--- src/hw/rtl/pgm_pkg.sv ---
package pgm_pkg;

  localparam int PatternMax = 32;
  localparam int NPos       = PatternMax + 1;
  localparam int IdxW       = $clog2(PatternMax);
  localparam int CntW       = $clog2(PatternMax + 1);
  localparam int QDepth     = 2;
  localparam int QPtrW      = (QDepth > 1) ? $clog2(QDepth) : 1;
  localparam int QCntW      = $clog2(QDepth + 1);
  localparam int CfgIdxW    = 1;
  localparam int InDataW    = 16;
  localparam int OutDataW   = 8;

  localparam logic [CfgIdxW-1:0] CfgSearchMode = 1'b0;
  localparam logic [CfgIdxW-1:0] CfgCaseFold   = 1'b1;

  localparam logic [7:0] ChStar   = 8'h2A;
  localparam logic [7:0] ChQmark  = 8'h3F;
  localparam logic [7:0] ChSlash  = 8'h2F;
  localparam logic [7:0] ChBslash = 8'h5C;
  localparam logic [7:0] ChUpA    = 8'h41;
  localparam logic [7:0] ChUpZ    = 8'h5A;
  localparam logic [7:0] CaseDiff = 8'h20;

  typedef enum logic [1:0] {
    KindLit   = 2'd0,
    KindQmark = 2'd1,
    KindStar  = 2'd2,
    KindGlob  = 2'd3
  } tok_kind_e;

  typedef struct packed {
    logic search_mode;
    logic case_fold;
  } cfg_t;

  typedef struct packed {
    logic       is_path;
    logic [7:0] chr;
    logic       present;
    logic       first;
    logic       last;
    tok_kind_e  cls;
    logic       sep;
  } item_t;

  typedef struct packed {
    logic matched;
    logic overflow;
  } res_t;

  // Epsilon closure of the active set: a set bit runs through a chain of
  // star tokens like a carry through propagate bits.
  function automatic logic [NPos-1:0] closure_f(input logic [NPos-1:0] a,
                                                input logic [PatternMax-1:0] p,
                                                input logic seed);
    logic [NPos-1:0]       a0;
    logic [NPos-1:0]       sum;
    logic [NPos-1:0]       carry;
    logic [PatternMax-1:0] g;
    a0    = a | NPos'(seed);
    g     = a0[PatternMax-1:0] & p;
    sum   = {1'b0, p} + {1'b0, g};
    carry = sum ^ {1'b0, p} ^ {1'b0, g};
    return a0 | carry;
  endfunction

endpackage

--- src/hw/rtl/pgm_front.sv ---
module pgm_front (
  input  pgm_pkg::cfg_t          cfg_i,
  input  logic                   in_valid_i,
  output logic                   in_ready_o,
  input  logic                   is_path_i,
  input  logic [7:0]             chr_i,
  input  logic                   present_i,
  input  logic                   first_i,
  input  logic                   last_i,
  output logic                   q_valid_o,
  input  logic                   q_ready_i,
  output pgm_pkg::item_t         q_item_o
);
  import pgm_pkg::*;

  logic [7:0] folded;

  // Lower ASCII letters when folding is on.
  always_comb begin
    folded = chr_i;
    if (cfg_i.case_fold && chr_i >= ChUpA && chr_i <= ChUpZ) begin
      folded = chr_i + CaseDiff;
    end
  end

  always_comb begin
    q_item_o.is_path = is_path_i;
    q_item_o.chr     = folded;
    q_item_o.present = present_i;
    q_item_o.first   = first_i;
    q_item_o.last    = last_i;
    q_item_o.sep     = (folded == ChSlash) || (folded == ChBslash);
    if (folded == ChStar) begin
      q_item_o.cls = KindStar;
    end else if (folded == ChQmark) begin
      q_item_o.cls = KindQmark;
    end else begin
      q_item_o.cls = KindLit;
    end
  end

  assign q_valid_o  = in_valid_i;
  assign in_ready_o = q_ready_i;

endmodule

--- src/hw/rtl/pgm_fifo.sv ---
module pgm_fifo (
  input  logic           clk_i,
  input  logic           rst_ni,
  input  logic           wr_valid_i,
  output logic           wr_ready_o,
  input  pgm_pkg::item_t wr_item_i,
  output logic           rd_valid_o,
  input  logic           rd_ready_i,
  output pgm_pkg::item_t rd_item_o
);
  import pgm_pkg::*;

  item_t             mem_q [QDepth];
  logic [QPtrW-1:0]  wr_ptr_q, wr_ptr_d;
  logic [QPtrW-1:0]  rd_ptr_q, rd_ptr_d;
  logic [QCntW-1:0]  cnt_q, cnt_d;
  logic              push, pop;

  assign wr_ready_o = (cnt_q != QCntW'(QDepth));
  assign rd_valid_o = (cnt_q != '0);
  assign rd_item_o  = mem_q[rd_ptr_q];
  assign push       = wr_valid_i && wr_ready_o;
  assign pop        = rd_valid_o && rd_ready_i;

  always_comb begin
    wr_ptr_d = wr_ptr_q;
    rd_ptr_d = rd_ptr_q;
    cnt_d    = cnt_q;
    if (push) begin
      wr_ptr_d = (wr_ptr_q == QPtrW'(QDepth - 1)) ? '0 : wr_ptr_q + 1'b1;
    end
    if (pop) begin
      rd_ptr_d = (rd_ptr_q == QPtrW'(QDepth - 1)) ? '0 : rd_ptr_q + 1'b1;
    end
    if (push && !pop) begin
      cnt_d = cnt_q + 1'b1;
    end else if (pop && !push) begin
      cnt_d = cnt_q - 1'b1;
    end
  end

  always_ff @(posedge clk_i or negedge rst_ni) begin
    if (!rst_ni) begin
      wr_ptr_q <= '0;
      rd_ptr_q <= '0;
      cnt_q    <= '0;
    end else begin
      wr_ptr_q <= wr_ptr_d;
      rd_ptr_q <= rd_ptr_d;
      cnt_q    <= cnt_d;
    end
  end

  always_ff @(posedge clk_i) begin
    if (push) begin
      mem_q[wr_ptr_q] <= wr_item_i;
    end
  end

endmodule

--- src/hw/rtl/pgm_back.sv ---
module pgm_back (
  input  logic           clk_i,
  input  logic           rst_ni,
  input  pgm_pkg::cfg_t  cfg_i,
  input  logic           in_valid_i,
  output logic           in_ready_o,
  input  pgm_pkg::item_t in_item_i,
  output logic           res_valid_o,
  input  logic           res_ready_i,
  output pgm_pkg::res_t  res_o
);
  import pgm_pkg::*;

  // Token store: entries at or above the count are masked by vld_q.
  tok_kind_e             kind_q [PatternMax];
  logic [7:0]            byte_q [PatternMax];

  logic [CntW-1:0]       cnt_q, cnt_d;
  logic [PatternMax-1:0] vld_q, vld_d;
  logic [NPos-1:0]       end_q, end_d;
  logic                  wild_q, wild_d;
  logic                  ovf_q, ovf_d;
  logic                  lstar_q, lstar_d;
  logic [NPos-1:0]       act_q, act_d;

  logic                  snap_vld_q;
  logic [NPos-1:0]       snap_act_q;
  logic [PatternMax-1:0] snap_p_q;
  logic [NPos-1:0]       snap_end_q;
  logic                  snap_mode_q;
  logic                  snap_ovf_q;
  logic                  out_vld_q;
  res_t                  out_q;

  logic                  wr_en;
  logic [IdxW-1:0]       wr_idx;
  tok_kind_e             wr_kind;
  logic [7:0]            wr_byte;

  logic [PatternMax-1:0] lit_hit, qm_m, star_m, glob_m, p_m;
  logic [NPos-1:0]       mask, closed, nxt;
  logic                  substr;
  logic                  fire, needs_res, snap_free, out_free;
  logic [NPos-1:0]       fin;

  always_comb begin
    for (int i = 0; i < PatternMax; i++) begin
      lit_hit[i] = vld_q[i] && (kind_q[i] == KindLit) && (byte_q[i] == in_item_i.chr);
      qm_m[i]    = vld_q[i] && (kind_q[i] == KindQmark);
      star_m[i]  = vld_q[i] && (kind_q[i] == KindStar);
      glob_m[i]  = vld_q[i] && (kind_q[i] == KindGlob);
    end
  end

  assign p_m    = star_m | glob_m;
  assign mask   = {vld_q, 1'b1};
  assign substr = cfg_i.search_mode && !wild_q;

  // One NFA step on the closed set.
  always_comb begin
    logic [NPos-1:0] base;
    base   = in_item_i.first ? NPos'(1) : act_q;
    closed = closure_f(base, p_m, cfg_i.search_mode) & mask;
    nxt    = {closed[PatternMax-1:0] &
              (lit_hit | (qm_m & {PatternMax{!in_item_i.sep}})), 1'b0}
           | {1'b0, closed[PatternMax-1:0] &
              (glob_m | (star_m & {PatternMax{!in_item_i.sep}}))}
           | (substr ? (closed & end_q) : '0);
    nxt    = nxt & mask;
    if (!in_item_i.present) begin
      nxt = base;
    end
  end

  assign out_free   = !out_vld_q || res_ready_i;
  assign snap_free  = !snap_vld_q || out_free;
  assign needs_res  = in_item_i.is_path && in_item_i.last;
  assign in_ready_o = !needs_res || snap_free;
  assign fire       = in_valid_i && in_ready_o;

  // Path: NFA step. Pattern: compact stars, append tokens, flag overflow.
  always_comb begin
    logic [CntW-1:0]       cnt_b;
    logic [PatternMax-1:0] vld_b;
    logic [NPos-1:0]       end_b;
    logic                  lstar_b, ovf_b, wild_b;
    logic                  app;
    cnt_b   = cnt_q;
    vld_b   = vld_q;
    end_b   = end_q;
    lstar_b = lstar_q;
    ovf_b   = ovf_q;
    wild_b  = wild_q;
    act_d   = act_q;
    wr_en   = 1'b0;
    wr_idx  = cnt_q[IdxW-1:0];
    wr_kind = in_item_i.cls;
    wr_byte = in_item_i.chr;
    app     = 1'b0;
    if (in_item_i.is_path) begin
      act_d = nxt;
    end else begin
      if (in_item_i.first) begin
        cnt_b   = '0;
        vld_b   = '0;
        end_b   = NPos'(1);
        lstar_b = 1'b0;
        ovf_b   = 1'b0;
        wild_b  = 1'b0;
        act_d   = NPos'(1);
      end
      if (in_item_i.present && !ovf_b) begin
        if (in_item_i.cls == KindStar || in_item_i.cls == KindQmark) begin
          wild_b = 1'b1;
        end
        if (in_item_i.cls == KindStar && lstar_b) begin
          wr_en   = 1'b1;
          wr_idx  = IdxW'(cnt_b - 1'b1);
          wr_kind = KindGlob;
          wr_byte = ChStar;
        end else begin
          app = 1'b1;
        end
      end
      if (app) begin
        if (vld_b[PatternMax-1]) begin
          ovf_b = 1'b1;
        end else begin
          wr_en   = 1'b1;
          wr_idx  = cnt_b[IdxW-1:0];
          cnt_b   = cnt_b + 1'b1;
          vld_b   = {vld_b[PatternMax-2:0], 1'b1};
          end_b   = {end_b[NPos-2:0], 1'b0};
          lstar_b = (in_item_i.cls == KindStar);
        end
      end
    end
    cnt_d   = cnt_b;
    vld_d   = vld_b;
    end_d   = end_b;
    lstar_d = lstar_b;
    ovf_d   = ovf_b;
    wild_d  = wild_b;
  end

  always_ff @(posedge clk_i or negedge rst_ni) begin
    if (!rst_ni) begin
      cnt_q   <= '0;
      vld_q   <= '0;
      end_q   <= NPos'(1);
      wild_q  <= 1'b0;
      ovf_q   <= 1'b0;
      lstar_q <= 1'b0;
      act_q   <= NPos'(1);
    end else if (fire) begin
      cnt_q   <= cnt_d;
      vld_q   <= vld_d;
      end_q   <= end_d;
      wild_q  <= wild_d;
      ovf_q   <= ovf_d;
      lstar_q <= lstar_d;
      act_q   <= act_d;
    end
  end

  always_ff @(posedge clk_i) begin
    if (fire && wr_en) begin
      kind_q[wr_idx] <= wr_kind;
      byte_q[wr_idx] <= wr_byte;
    end
  end

  // Result stage: hold what the final closure needs, then close and pick.
  always_ff @(posedge clk_i or negedge rst_ni) begin
    if (!rst_ni) begin
      snap_vld_q <= 1'b0;
    end else if (snap_free) begin
      snap_vld_q <= fire && needs_res;
    end
  end

  always_ff @(posedge clk_i) begin
    if (fire && needs_res) begin
      snap_act_q  <= act_d;
      snap_p_q    <= p_m;
      snap_end_q  <= end_q;
      snap_mode_q <= cfg_i.search_mode;
      snap_ovf_q  <= ovf_q;
    end
  end

  assign fin = closure_f(snap_act_q, snap_p_q, snap_mode_q);

  always_ff @(posedge clk_i or negedge rst_ni) begin
    if (!rst_ni) begin
      out_vld_q <= 1'b0;
    end else if (out_free) begin
      out_vld_q <= snap_vld_q;
    end
  end

  always_ff @(posedge clk_i) begin
    if (out_free && snap_vld_q) begin
      out_q.matched  <= |(fin & snap_end_q);
      out_q.overflow <= snap_ovf_q;
    end
  end

  assign res_valid_o = out_vld_q;
  assign res_o       = out_q;

endmodule

--- src/hw/rtl/path_glob_matcher_core.sv ---
// Result path: a path beat with tlast gives one result beat through the FIFO, the
// snapshot and output registers; pattern beats and other path beats give none.
// Throughput: one beat per cycle unless results stall; NFA step is combinational.
// Reset (rst_ni low, asynchronous): empty pattern, no overflow, only position zero
// active, search_mode 0, case_fold 1; the token store needs no clearing pass.
module path_glob_matcher_core (
  input  logic                           clk_i,
  input  logic                           rst_ni,
  // Configuration write channel
  input  logic                           cfg_valid_i,
  output logic                           cfg_ready_o,
  input  logic [pgm_pkg::CfgIdxW-1:0]    cfg_index_i,
  input  logic                           cfg_data_i,
  // Input stream
  input  logic                           s_axis_tvalid_i,
  output logic                           s_axis_tready_o,
  // [7:0] byte_value, [8] byte_present, [9] first_byte, [15:10] zero
  input  logic [pgm_pkg::InDataW-1:0]    s_axis_tdata_i,
  // [0] mode (0 pattern byte, 1 path byte)
  input  logic                           s_axis_tuser_i,
  input  logic                           s_axis_tlast_i,
  // Result stream
  output logic                           m_axis_tvalid_o,
  input  logic                           m_axis_tready_i,
  // [0] matched, [1] pattern_overflow, [7:2] zero
  output logic [pgm_pkg::OutDataW-1:0]   m_axis_tdata_o
);
  import pgm_pkg::*;

  cfg_t  cfg_q;
  logic  q_wr_valid, q_wr_ready;
  item_t q_wr_item;
  logic  q_rd_valid, q_rd_ready;
  item_t q_rd_item;
  res_t  res;

  // Config must be written only while idle, unchecked here; always take the beat.
  assign cfg_ready_o = 1'b1;

  always_ff @(posedge clk_i or negedge rst_ni) begin
    if (!rst_ni) begin
      cfg_q.search_mode <= 1'b0;
      cfg_q.case_fold   <= 1'b1;
    end else if (cfg_valid_i) begin
      unique case (cfg_index_i)
        CfgSearchMode: cfg_q.search_mode <= cfg_data_i;
        CfgCaseFold:   cfg_q.case_fold   <= cfg_data_i;
        default: ;
      endcase
    end
  end

  // Front end: fold the byte and classify it as a token kind.
  pgm_front u_front (
    .cfg_i      (cfg_q),
    .in_valid_i (s_axis_tvalid_i),
    .in_ready_o (s_axis_tready_o),
    .is_path_i  (s_axis_tuser_i),
    .chr_i      (s_axis_tdata_i[7:0]),
    .present_i  (s_axis_tdata_i[8]),
    .first_i    (s_axis_tdata_i[9]),
    .last_i     (s_axis_tlast_i),
    .q_valid_o  (q_wr_valid),
    .q_ready_i  (q_wr_ready),
    .q_item_o   (q_wr_item)
  );

  // Decouple the input side from back-end stalls.
  pgm_fifo u_fifo (
    .clk_i      (clk_i),
    .rst_ni     (rst_ni),
    .wr_valid_i (q_wr_valid),
    .wr_ready_o (q_wr_ready),
    .wr_item_i  (q_wr_item),
    .rd_valid_o (q_rd_valid),
    .rd_ready_i (q_rd_ready),
    .rd_item_o  (q_rd_item)
  );

  // Back end: token store, NFA state and the result register.
  pgm_back u_back (
    .clk_i       (clk_i),
    .rst_ni      (rst_ni),
    .cfg_i       (cfg_q),
    .in_valid_i  (q_rd_valid),
    .in_ready_o  (q_rd_ready),
    .in_item_i   (q_rd_item),
    .res_valid_o (m_axis_tvalid_o),
    .res_ready_i (m_axis_tready_i),
    .res_o       (res)
  );

  assign m_axis_tdata_o = {{(OutDataW - 2){1'b0}}, res.overflow, res.matched};

endmodule

--- config.mk ---
export PLATFORM = sky130hd
export DESIGN_NAME = path_glob_matcher_core
export DESIGN_NICKNAME = d
export VERILOG_FILES = /design/src/hw/rtl/pgm_pkg.sv /design/src/hw/rtl/pgm_front.sv /design/src/hw/rtl/pgm_fifo.sv /design/src/hw/rtl/pgm_back.sv /design/src/hw/rtl/path_glob_matcher_core.sv
export SDC_FILE = /design/constraint.sdc
export NUM_CORES = 1
export LEC_CHECK = 0
export ABC_AREA = 0
export BUFFER_PORTS_ARGS = -buffer_cell sky130_fd_sc_hd__clkbuf_2
export CAP_MARGIN = 0
export CORE_UTILIZATION = 30
export CTS_CLUSTER_DIAMETER = 150
export DETAILED_ROUTE_END_ITERATION = 16
export GPL_TIMING_DRIVEN = 0
export MAX_ROUTING_LAYER = met4
export PLACE_DENSITY = 0.52
export REMOVE_ABC_BUFFERS = 1
export SLEW_MARGIN = 10
export SYNTH_ARGS = -nofsm -noshare
export SYNTH_HDL_FRONTEND = slang
export SYNTH_SLANG_ARGS = --single-unit
--- constraint.sdc ---
create_clock -name clk_i -period 14 [get_ports clk_i]
set_input_delay 2.8 -clock clk_i [delete_from_list [all_inputs] [get_ports clk_i]]
set_output_delay 2.8 -clock clk_i [all_outputs]
set_load 0.01 [all_outputs]
==> flow_metrics.tcl, run 1 <==
set metrics [dict create \
    run_status "completed" \
    synth_top_area_share_pct 49.8 \
    timing.final.crit_share_pct 37.4 \
    firstDrtPassIters 8 \
    tritoncts "yes" \
    yosys.cell_types.count 99 \
    synth_area_mm2 0.0272 \
    dieArea_mm2 0.0920 \
    num_vias 18782 \
    finalNonFillerCells 3500 \
    end_kind "flop" \
    dr_wl_met3_mm 4.00 \
    ctsHoldBuffers 0 \
    rsz0062_at_grt "no" \
    dr_wl_met2_mm 39.6 \
    htree_levels 2 \
    grt_pass1_wl_mm 121 \
    start_kind "input port" \
    core-area_mm2 0.0900 \
    max_cap_viol_count 0 \
    wl_met1_mm 35.2 \
    drv_slew 0 \
    drt-total-wl_mm 81.6 \
    drt_iter0_markers 1655 \
    ff2ff_setup_slack_ns 8.87 \
    initial_core_util_pct 30.3 \
    path_class "in2reg" \
    clock_latency_ns 0.64 \
    synth-async-reset-ratio_pct 20.1 \
    cp.arrival_ns 5.49 \
    grt_start_max_net_pins 83 \
    tightest_slew_ns 1.16 \
    cts_resized 0 \
    synth-seq-cells 566 \
    total_power_uw 5690 \
    r2r-start "u_fifo.rd_ptr_q" \
    finalNetCount 2307 \
    antenna_found_initial 0 \
    drive_above_1_share_pct 9.99 \
    die_y_um 303 \
    drc 0 \
    dp.cells 3394 \
    critPathLaunch "m_axis_tready_i" \
    post-cts-setup-buffer-count 0 \
    grt-ovfl-total 0 \
    ys_warn_count 0 \
    pin_count 36 \
    path_max_fanout 10 \
    finalSetupTns_ns 0 \
    synth_commonest_cells "edfxtp_1, xor2_1, nand2_1" \
    cts.sink_count 566 \
    numCtsBuffers 55 \
    dieWidth_um 303 \
    fmax_mhz 191 \
    finish.utilization_pct 35.0 \
    rows 110 \
    via_per_inst 5.37 \
    synthFlopType "edfxtp_1" \
    hpwl_mm 59.7 \
    hold_class "reg2reg" \
    syn2layout_area_growth_pct 15.7 \
    clockBufferDepth 3 \
    min_period_ns 5.23 \
    power-per-cell-area_mw_per_mm2 181 \
    hp-start "u_back.snap_ovf_q" \
    synth_edf_count 452 \
    synth_area_leader_cell "edfxtp_1" \
    r2r-end "u_back.snap_act_q[30]" \
    io_buffers 22 \
    top_layer_used "met4" \
    grt_pass1_vias 18309 \
    grt_util_all_layers_pct 18.2 \
    hold_path_end "u_back.res_o[0]" \
    wl_per_cell_um 23.3 \
    crit_required_ns 14.26 \
    ant_nets 0 \
    slew_headroom_pct 21.9 \
    synth_cells 2258 \
    worstRegToRegCells 13 \
    seq_area_frac_synth_pct 60.3 \
    p_leak_uw 0.0110 \
    synth.most_common_cell "edfxtp_1" \
    path_clk_slew_ns 0.06 \
    whs_path_depth 0 \
    ys_top_cells_by_area "edfxtp_1, dfrtp_1, xor2_1" \
    syn_avg_cell_area_um2 12.1 \
    routabilityCongestion 0.883 \
    clock-root-buffer "clkbuf_16" \
    finalHoldViolations 0 \
    finalSetupViolCount 0 \
    ir_worst_vdd_mv 0.106 \
    fin_skew_ns 0.0348 \
]
==> registers in the layout (all words and copies together) (netlist names) <==
register            flops
cfg_q                   2
u_back.act_q           33
u_back.byte_q         256
u_back.cnt_q            5
u_back.end_q           33
u_back.kind_q          64
u_back.lstar_q          1
u_back.ovf_q            1
u_back.res_o            2
u_back.res_valid_o      1
u_back.snap_act_q      33
u_back.snap_end_q      33
u_back.snap_mode_q      1
u_back.snap_ovf_q       1
u_back.snap_p_q        32
u_back.snap_vld_q       1
u_back.vld_q           32
u_back.wild_q           1
u_fifo.cnt_q            2
u_fifo.mem_q           30
u_fifo.rd_ptr_q         1
u_fifo.wr_ptr_q         1
==> cell type report <==
type | instances | area (µm²)
Antenna cell | 2 | 5.00
Clock buffer | 70 | 1520
Clock inverter | 34 | 420
Fill cell | 8727 | 58500
Inverter | 48 | 180
Multi-Input combinational cell | 1534 | 10200
Sequential cell | 566 | 16400
Tap cell | 1176 | 1470
Timing Repair Buffer | 70 | 1280
==> critical path, cell delays in order <==
cell and delay [ns]:
clkbuf_2 0.08, nand3b_1 0.13, o22a_2 0.29, and2_1 0.36
o211ai_1 0.19, nor2b_1 0.20, nand3_1 0.46, nor2_1 0.96
==> cells in the final DEF, fill, tap and decap left out, drive strengths merged, types with 9 or more instances in the layout <==
cell and n:
a2111oi 9, nor3b 12, nand3b 11, xor2 236, and2 16, nor2 148, a21oi 125, mux2 21
clkinv 24, a31oi 36, inv 48, nor4b 9, mux2i 12, a22o 75, nand2b 15, nand3 52
clkbuf 92, o21ai 113, nand4 78, o2111ai 13, nor4 26, o21bai 9, a21boi 11, or3 12
buf 48, o31ai 17, o211ai 14, and3 10, xnor2 27, nor2b 16, a21o 31, nor3 51
edfxtp 452, nand2 183, dfrtp 111
==> report_power, final <==
group | internal (µW) | leakage (µW) | switching (µW)
Clock | 907 | 0.000948 | 667
Combinational | 651 | 0.00442 | 1150
Sequential | 2140 | 0.00566 | 176
==> worst max path at each step <==
stage,to,slack (ns),depth (start not counted)
5_1_grt,u_back.kind_q[19][0],8.62,8
3_3_place_gp,u_back.snap_act_q[12],1.74,5
4_1_cts,u_back.byte_q[11][2],8.81,8
2_1_floorplan,u_back.snap_act_q[0],5.16,4
6_report,u_back.byte_q[19][0],8.77,8
3_5_place_dp,u_back.byte_q[11][2],8.14,8
==> routing by layer <==
metal  vias to the layer above  track usage [%]
li1                       8593                -
met1                      9408             23.2
met2                       623             29.8
met5                         -                -
met4                         0             6.35
met3                       158             2.04
==> kinds of logic (layout without fill, tap and decap cells) <==
family / after synthesis / count (layout) / share of synthesized area, %
AO/OA/AOI/OAI: 545 / 545 / 13.7
XOR/XNOR: 263 / 263 / 8.46
adder cells (fa/ha/maj): 7 / 7 / 0.322
buffers and inverters: 163 / 222 / 2.78
flip-flops: 566 / 566 / 60.3
multiplexers: 33 / 33 / 1.72
other: 2 / 9 / 0.0276
AND/OR/NAND/NOR: 679 / 679 / 12.7
==> through the flow <==
step	instance area [µm²]	hold WS [ns]	setup slack, ns
6_report	31500	0.424	8.77
5_1_grt	31500	0.442	8.62
4_1_cts	31500	0.427	8.81
3_5_place_dp	29600	0.411	8.14
3_3_place_gp	28300	0.431	1.74
2_1_floorplan	26700	0.400	5.16
Power figures use the tool's default switching activity.
==> run 2: changes to the inputs <==
ABC_AREA = 1   (was 0)
PLACE_DENSITY = 0.53   (was 0.52)
clock period = 4.2 ns   (was 14 ns; I/O delays follow)
==> run 2 against run 1 <==
  * Die area increased by 8.9%
  * Critical endpoint is now u_back.byte_q[29][6]
  * Sequential power rose to 3.5 times the previous value
  * Combinational power grew to 4.7 times the previous value
  * Sequential cell count stayed put
  * Global-route usage decreased by 0.34 points
  * Largest power group is now combinational cells
  * Largest cell class unchanged
  * Final area grew 7.0%
  * Routed wire length up 6.4%
  * Critical path depth increased by 8
==> flow_metrics.tcl, run 2 <==
set metrics [dict create \
    finalNonFillerCells 4672 \
    end_kind "flop" \
    grt_pass1_wl_mm 132 \
    synth-xor-area-share_pct 2.83 \
    nFillCells 9891 \
    max_cap_viol_count 0 \
    dieWidth_um 316 \
    dr_wl_met2_mm 41.5 \
    io_buffers 22 \
    routabilityCongestion 0.918 \
    wl_per_cell_um 18.6 \
    htree_levels 2 \
    syn2layout_area_growth_pct 13.7 \
    ys_warn_count 0 \
    synth_commonest_cells "nand2_1, edfxtp_1, nor2_1" \
    numCtsBuffers 55 \
    wl_met1_mm 39.0 \
    p_leak_uw 0.0134 \
    critPathTopFamily "simple AND/OR/NAND/NOR gates" \
    drc 0 \
    synth_mux_area_share_pct 0.0337 \
    drive_above_1_share_pct 9.66 \
    post_synth_fa_ha_maj_area_fraction_pct 0.295 \
    ant_nets 0 \
    crit_required_ns 4.51 \
    start_kind "flop" \
    path_max_fanout 71 \
    run_status "completed" \
    ff2ff_setup_slack_ns 0.23 \
    timing.final.crit_share_pct 94.5 \
    holdWs_ns 0.131 \
    initial_core_util_pct 30.5 \
    yosys.cell_types.count 65 \
    cp.arrival_ns 4.28 \
    final_cell_mix "nand2_1, edfxtp_1, inv_1, o21ai_0, nor2_1" \
    largestRegisters "u_back.byte_q (256), u_back.kind_q (64)" \
    slew_headroom_pct 21.4 \
    synth_edf_count 452 \
    clockBufferDepth 3 \
    hold_class "in2async" \
    syn_avg_cell_area_um2 8.88 \
    synth_area_leader_cell "edfxtp_1" \
    drt_iter0_markers 1812 \
    synth.most_common_cell "nand2_1" \
    synth-async-reset-ratio_pct 20.1 \
    core-area_mm2 0.0973 \
    top_layer_used "met4" \
    antenna_found_initial 0 \
    critPathSlowestCell "dfrtp_4" \
    path_class "reg2reg" \
    die_y_um 316 \
    tritoncts "yes" \
    finalNetCount 3384 \
    finalHoldViolations 0 \
    ir_worst_vdd_mv 0.441 \
    grt_pass1_vias 21510 \
    synth-seq-cells 566 \
    dieArea_mm2 0.100 \
    regMostFlops "u_back.byte_q" \
    synth_compound_area_share_pct 11.1 \
    finalSetupViolCount 0 \
    rows 114 \
    path_clk_slew_ns 0.07 \
    synth_area_mm2 0.0297 \
    ys_top_cells_by_area "edfxtp_1, nand2_1, dfrtp_1" \
    num_vias 22874 \
    final_common_cell "nand2_1" \
    power-per-cell-area_mw_per_mm2 640 \
    grt-ovfl-total 0 \
    tightest_slew_ns 1.18 \
    largest_reg_flops 256 \
    synthFlopType "edfxtp_1" \
    via_per_inst 4.90 \
    firstDrtPassIters 5 \
    synth_cells 3341 \
    cts.sink_count 566 \
    grt_util_all_layers_pct 17.8 \
    fmax_mhz 252 \
    fin_skew_ns 0.0219 \
    cp_cell_sequence "inv_4, or2_2, o21ai_0, inv_1, ha_1, nand3_1, nand2_2, nor2_4, inv_8, o21ai_1, inv_1, a22oi_2, buf_12, buf_4, nand2_2, nor2_4" \
    clock_latency_ns 0.65 \
    pin_count 36 \
    synth_top_area_share_pct 45.8 \
    finish.utilization_pct 34.7 \
    seq_area_frac_synth_pct 55.4 \
    slowest_delay_ns 0.57 \
    yosys.area_share.simple_pct 23.7 \
    num_antenna_cells 0 \
    hpwl_mm 62.8 \
    grt_start_max_net_pins 72 \
    layout_setup_ws_ns 0.233 \
    drt-total-wl_mm 86.8 \
    path_buf_inv 6 \
    min_period_ns 3.97 \
    dp.cells 4543 \
    pre_cts_slack_ns -1.90 \
    clock-root-buffer "clkbuf_16" \
    dr_wl_met3_mm 3.72 \
    synth_top_family_by_area "simple AND/OR/NAND/NOR gates" \
    drv_slew 0 \
]
==> run 2: cell count changes after synthesis, moves of 31 or more <==
cell / change
xor2_1: -177
nand4_1: -49
o22ai_1: +42
a31oi_1: -32
nand2_2: +38
o21ai_0: +200
a22o_1: -65
nand3_1: +202
inv_1: +274
nor2_1: +184
a21o_1: -31
nand2_1: +657
==> run 2: final cells by class <==
type	count	area, µm²	area share [%]
flip-flops and latches	566	16400	48.7
multi-input cells	2320	11600	34.6
well taps	1276	1600	4.74
clock buffers	77	1520	4.51
inverters	345	1320	3.91
repair buffers	64	975	2.89
clock inverters	24	221	0.657
==> run 2: routing by layer <==
layer,GRT usage (%),vias to the layer above
met5,-,-
met4,5.23,0
met3,1.92,153
met2,29.5,520
met1,23.1,10887
li1,-,11314
==> run 2: path summary, 6_finish.rpt <==
check,from,endpoint,cells after the start
min in group clk_i,s_axis_tlast_i,u_fifo.mem_q[0][3],1
max in group asynchronous,rst_ni,u_fifo.rd_ptr_q,2
worst max-delay path,u_fifo.rd_ptr_q,u_back.byte_q[29][6],16
worst min register to register,u_back.snap_ovf_q,u_back.res_o[0],0
worst max register to register,u_fifo.rd_ptr_q,u_back.byte_q[29][6],16
worst min-delay path,rst_ni,u_back.act_q[28],1
==> run 2: cells by family after synthesis <==
| group | Yosys count |
|---|---|
| and+or+nand+nor | 1620 |
| AOI/OAI and AO/OA | 589 |
| DFF | 566 |
| buffers and inverters | 461 |
| xor gates and xnor gates | 95 |
| adders and majority gates | 7 |
| other | 2 |
| muxes | 1 |
==> run 2: what timing repair did <==
action,in CTS,in global routing
resized for setup,76,4
buffers inserted,5,22
gates cloned,1,0
hold buffers,0,0
endpoints found under the setup margin,602,261
pin swaps,4,22
==> run 2: worst register-to-register path, stage by stage, from the launching register on <==
cell and delay, ns:
dfrtp_4 0.57, inv_4 0.18, or2_2 0.31, o21ai_0 0.14, inv_1 0.09, ha_1 0.22
nand3_1 0.15, nand2_2 0.19, nor2_4 0.30, inv_8 0.21, o21ai_1 0.20, inv_1 0.06
a22oi_2 0.20, buf_12 0.17, buf_4 0.12, nand2_2 0.17, nor2_4 0.35
==> run 2: stage by stage <==
stage / total power, µW / cell area (µm²) / setup TNS (ns)
6_report: 21600 / 33700 / 0
5_1_grt: 22900 / 33700 / -0.196
4_1_cts: 21700 / 33300 / 0
3_5_place_dp: 16500 / 31200 / -608.68
3_3_place_gp: 16100 / 30700 / -1977.55
2_1_floorplan: 13200 / 29000 / -357.33
==> run 2: power breakdown <==
group	switching [µW]	internal (µW)
combinational	6260	2230
clock	2230	2670
sequential	551	7630
==> run 3: changes to the inputs <==
ABC_AREA = not set   (was 1)
==> run 3 against run 2 <==
  * The run now ends with negative setup slack left
  * Final cell count decreased by 25%
  * Utilization rose by 0.71 points
  * Via count is 17% lower
  * Worst hold slack improved by 0.0027 ns
  * Final area decreased by 5.6%
  * Die area fell by 8.2%
  * Clock power rose by 9.2%
  * Fmax fell by 8.6%
  * Critical path depth shrank 7
  * Combinational power down 25%
==> flow_metrics.tcl, run 3 (synthesis gave the netlist of run 1 again) <==
set metrics [dict create \
    power-per-cell-area_mw_per_mm2 607 \
    finalSetupViolCount 78 \
    numCtsBuffers 57 \
    final_cell_mix "edfxtp_1, xor2_1, nand2_1, a21oi_1, nor2_1" \
    drc 0 \
    multi_input_area_mm2 0.0104 \
    clock_latency_ns 0.64 \
    finalHoldViolations 0 \
    clockBufferDepth 3 \
    fmax_mhz 230 \
    via_per_inst 5.40 \
    wl_per_cell_um 23.6 \
    grt_pass1_wl_mm 122 \
    finish.utilization_pct 35.4 \
    cp.arrival_ns 4.62 \
    pre_cts_slack_ns -0.932 \
    slew_headroom_pct 21.2 \
    regMostFlops "u_back.byte_q" \
    num_antenna_cells 0 \
    htree_levels 2 \
    finalNetCount 2331 \
    drt-total-wl_mm 82.9 \
    path_clk_slew_ns 0.06 \
    io_buffers 22 \
    ant_nets 0 \
    routabilityCongestion 0.892 \
    start_kind "flop" \
    fin_skew_ns 0.0324 \
    p_leak_uw 0.0111 \
    tightest_slew_ns 1.17 \
    max_cap_viol_count 0 \
    violations "negative setup slack" \
    largestRegisters "u_back.byte_q (256), u_back.kind_q (64)" \
    regArea_mm2 0.0164 \
    pin_count 36 \
    cts.sink_count 566 \
    core-area_mm2 0.0900 \
    rows 110 \
    firstDrtPassIters 6 \
    dieArea_mm2 0.0920 \
    rsz0062_at_grt "yes" \
    grt_pass1_vias 18301 \
    drive_above_1_share_pct 11.7 \
    num_vias 18999 \
    drt_iter0_markers 2052 \
    crit_required_ns 4.48 \
    path_max_fanout 10 \
    cp_cell_sequence "mux2i_1, ha_1, nand2_1, nor2_1, and3_1, a21oi_1, a31oi_1, nand3_1, nor2_2" \
    grt_start_max_net_pins 72 \
    layout_setup_ws_ns -0.138 \
    hpwl_mm 58.9 \
    final_common_cell "edfxtp_1" \
    initial_core_util_pct 30.3 \
    end_kind "flop" \
    antenna_found_initial 1 \
    timing.final.crit_share_pct 103 \
    critPathTopFamily "simple AND/OR/NAND/NOR gates" \
    syn2layout_area_growth_pct 16.9 \
    slowest_delay_ns 0.64 \
    die_y_um 303 \
    path_buf_inv 0 \
    tritoncts "yes" \
    largest_reg_flops 256 \
    grt_util_all_layers_pct 18.5 \
    clock-root-buffer "clkbuf_16" \
    grt-ovfl-total 0 \
    ir_worst_vdd_mv 0.359 \
    drv_slew 0 \
    hold_class "in2async" \
    min_period_ns 4.34 \
    nFillCells 8768 \
    dieWidth_um 303 \
    run_status "finished, violations left" \
    critPathSlowestCell "nor2_2" \
    path_class "reg2reg" \
]
-- run 3: layout make-up --
class	instances	share of cell area, %
flip-flops and latches	566	51.6
repair buffers	90	4.53
inverters	48	0.566
clock inverters	31	1.36
clock buffers	73	4.80
multi-input cells	1536	32.5
well taps	1176	4.62
-- run 3: per-stage QoR --
step	area, µm²	TNS (ns)	std cells	power, µW	hold slack, ns
6_report	31800	-4.18	3520	19300	0.134
5_1_grt	31800	-34.90	3520	20100	0.157
4_1_cts	31700	-2.45	3511	19400	0.128
3_5_place_dp	29500	-163.05	3394	13900	0.423
3_3_place_gp	28300	-2381.14	3346	12800	0.428
2_1_floorplan	26700	-554.42	2148	10700	0.400
-- run 3: power by group --
| group | switching (µW) | internal, µW | leakage, µW | total [µW] |
|---|---|---|---|---|
| clock | 2260 | 3090 | 0.000928 | 5350 |
| combinational | 4040 | 2290 | 0.00455 | 6330 |
| sequential | 527 | 7120 | 0.00566 | 7650 |
| total | 6820 | 12500 | 0.0111 | 19300 |
-- run 3: final timing paths --
path	start	end	slack, ns	cells after the start
worst max register to register	u_fifo.rd_ptr_q	u_back.byte_q[15][1]	-0.14	9
worst min register to register	u_back.snap_ovf_q	u_back.res_o[0]	0.44	0
worst min-delay path	rst_ni	u_back.end_q[13]	0.13	1
max in group asynchronous	rst_ni	u_fifo.rd_ptr_q	3.25	2
worst max-delay path	u_fifo.rd_ptr_q	u_back.byte_q[15][1]	-0.14	9
min in group clk_i	s_axis_tuser_i	u_fifo.mem_q[0][14]	0.40	1
-- run 3: routing by layer --
metal | share of wire, % | routed length (µm) | GRT usage, % | vias to the layer above
met5 | 0 | 0 | - | -
met4 | 3.4 | 2820 | 5.54 | 0
met3 | 5.1 | 4230 | 2.01 | 154
met2 | 49 | 40700 | 31.1 | 647
met1 | 42 | 35200 | 23.4 | 9575
li1 | - | - | - | 8623
-- run 3: what timing repair did --
item                                    CTS  global route
pin swaps                                 4             4
hold buffers                              0             0
setup buffers                            11             8
gates resized for setup                  12            25
endpoints found under the setup margin  360           315
gates cloned                              2             1
-- run 3: worst reg2reg max path, cell delays in order (launching register included) --
cell,delay [ns]
dfrtp_4,0.52
mux2i_1,0.26
ha_1,0.24
nand2_1,0.12
nor2_1,0.22
and3_1,0.59
a21oi_1,0.14
a31oi_1,0.63
nand3_1,0.62
nor2_2,0.64
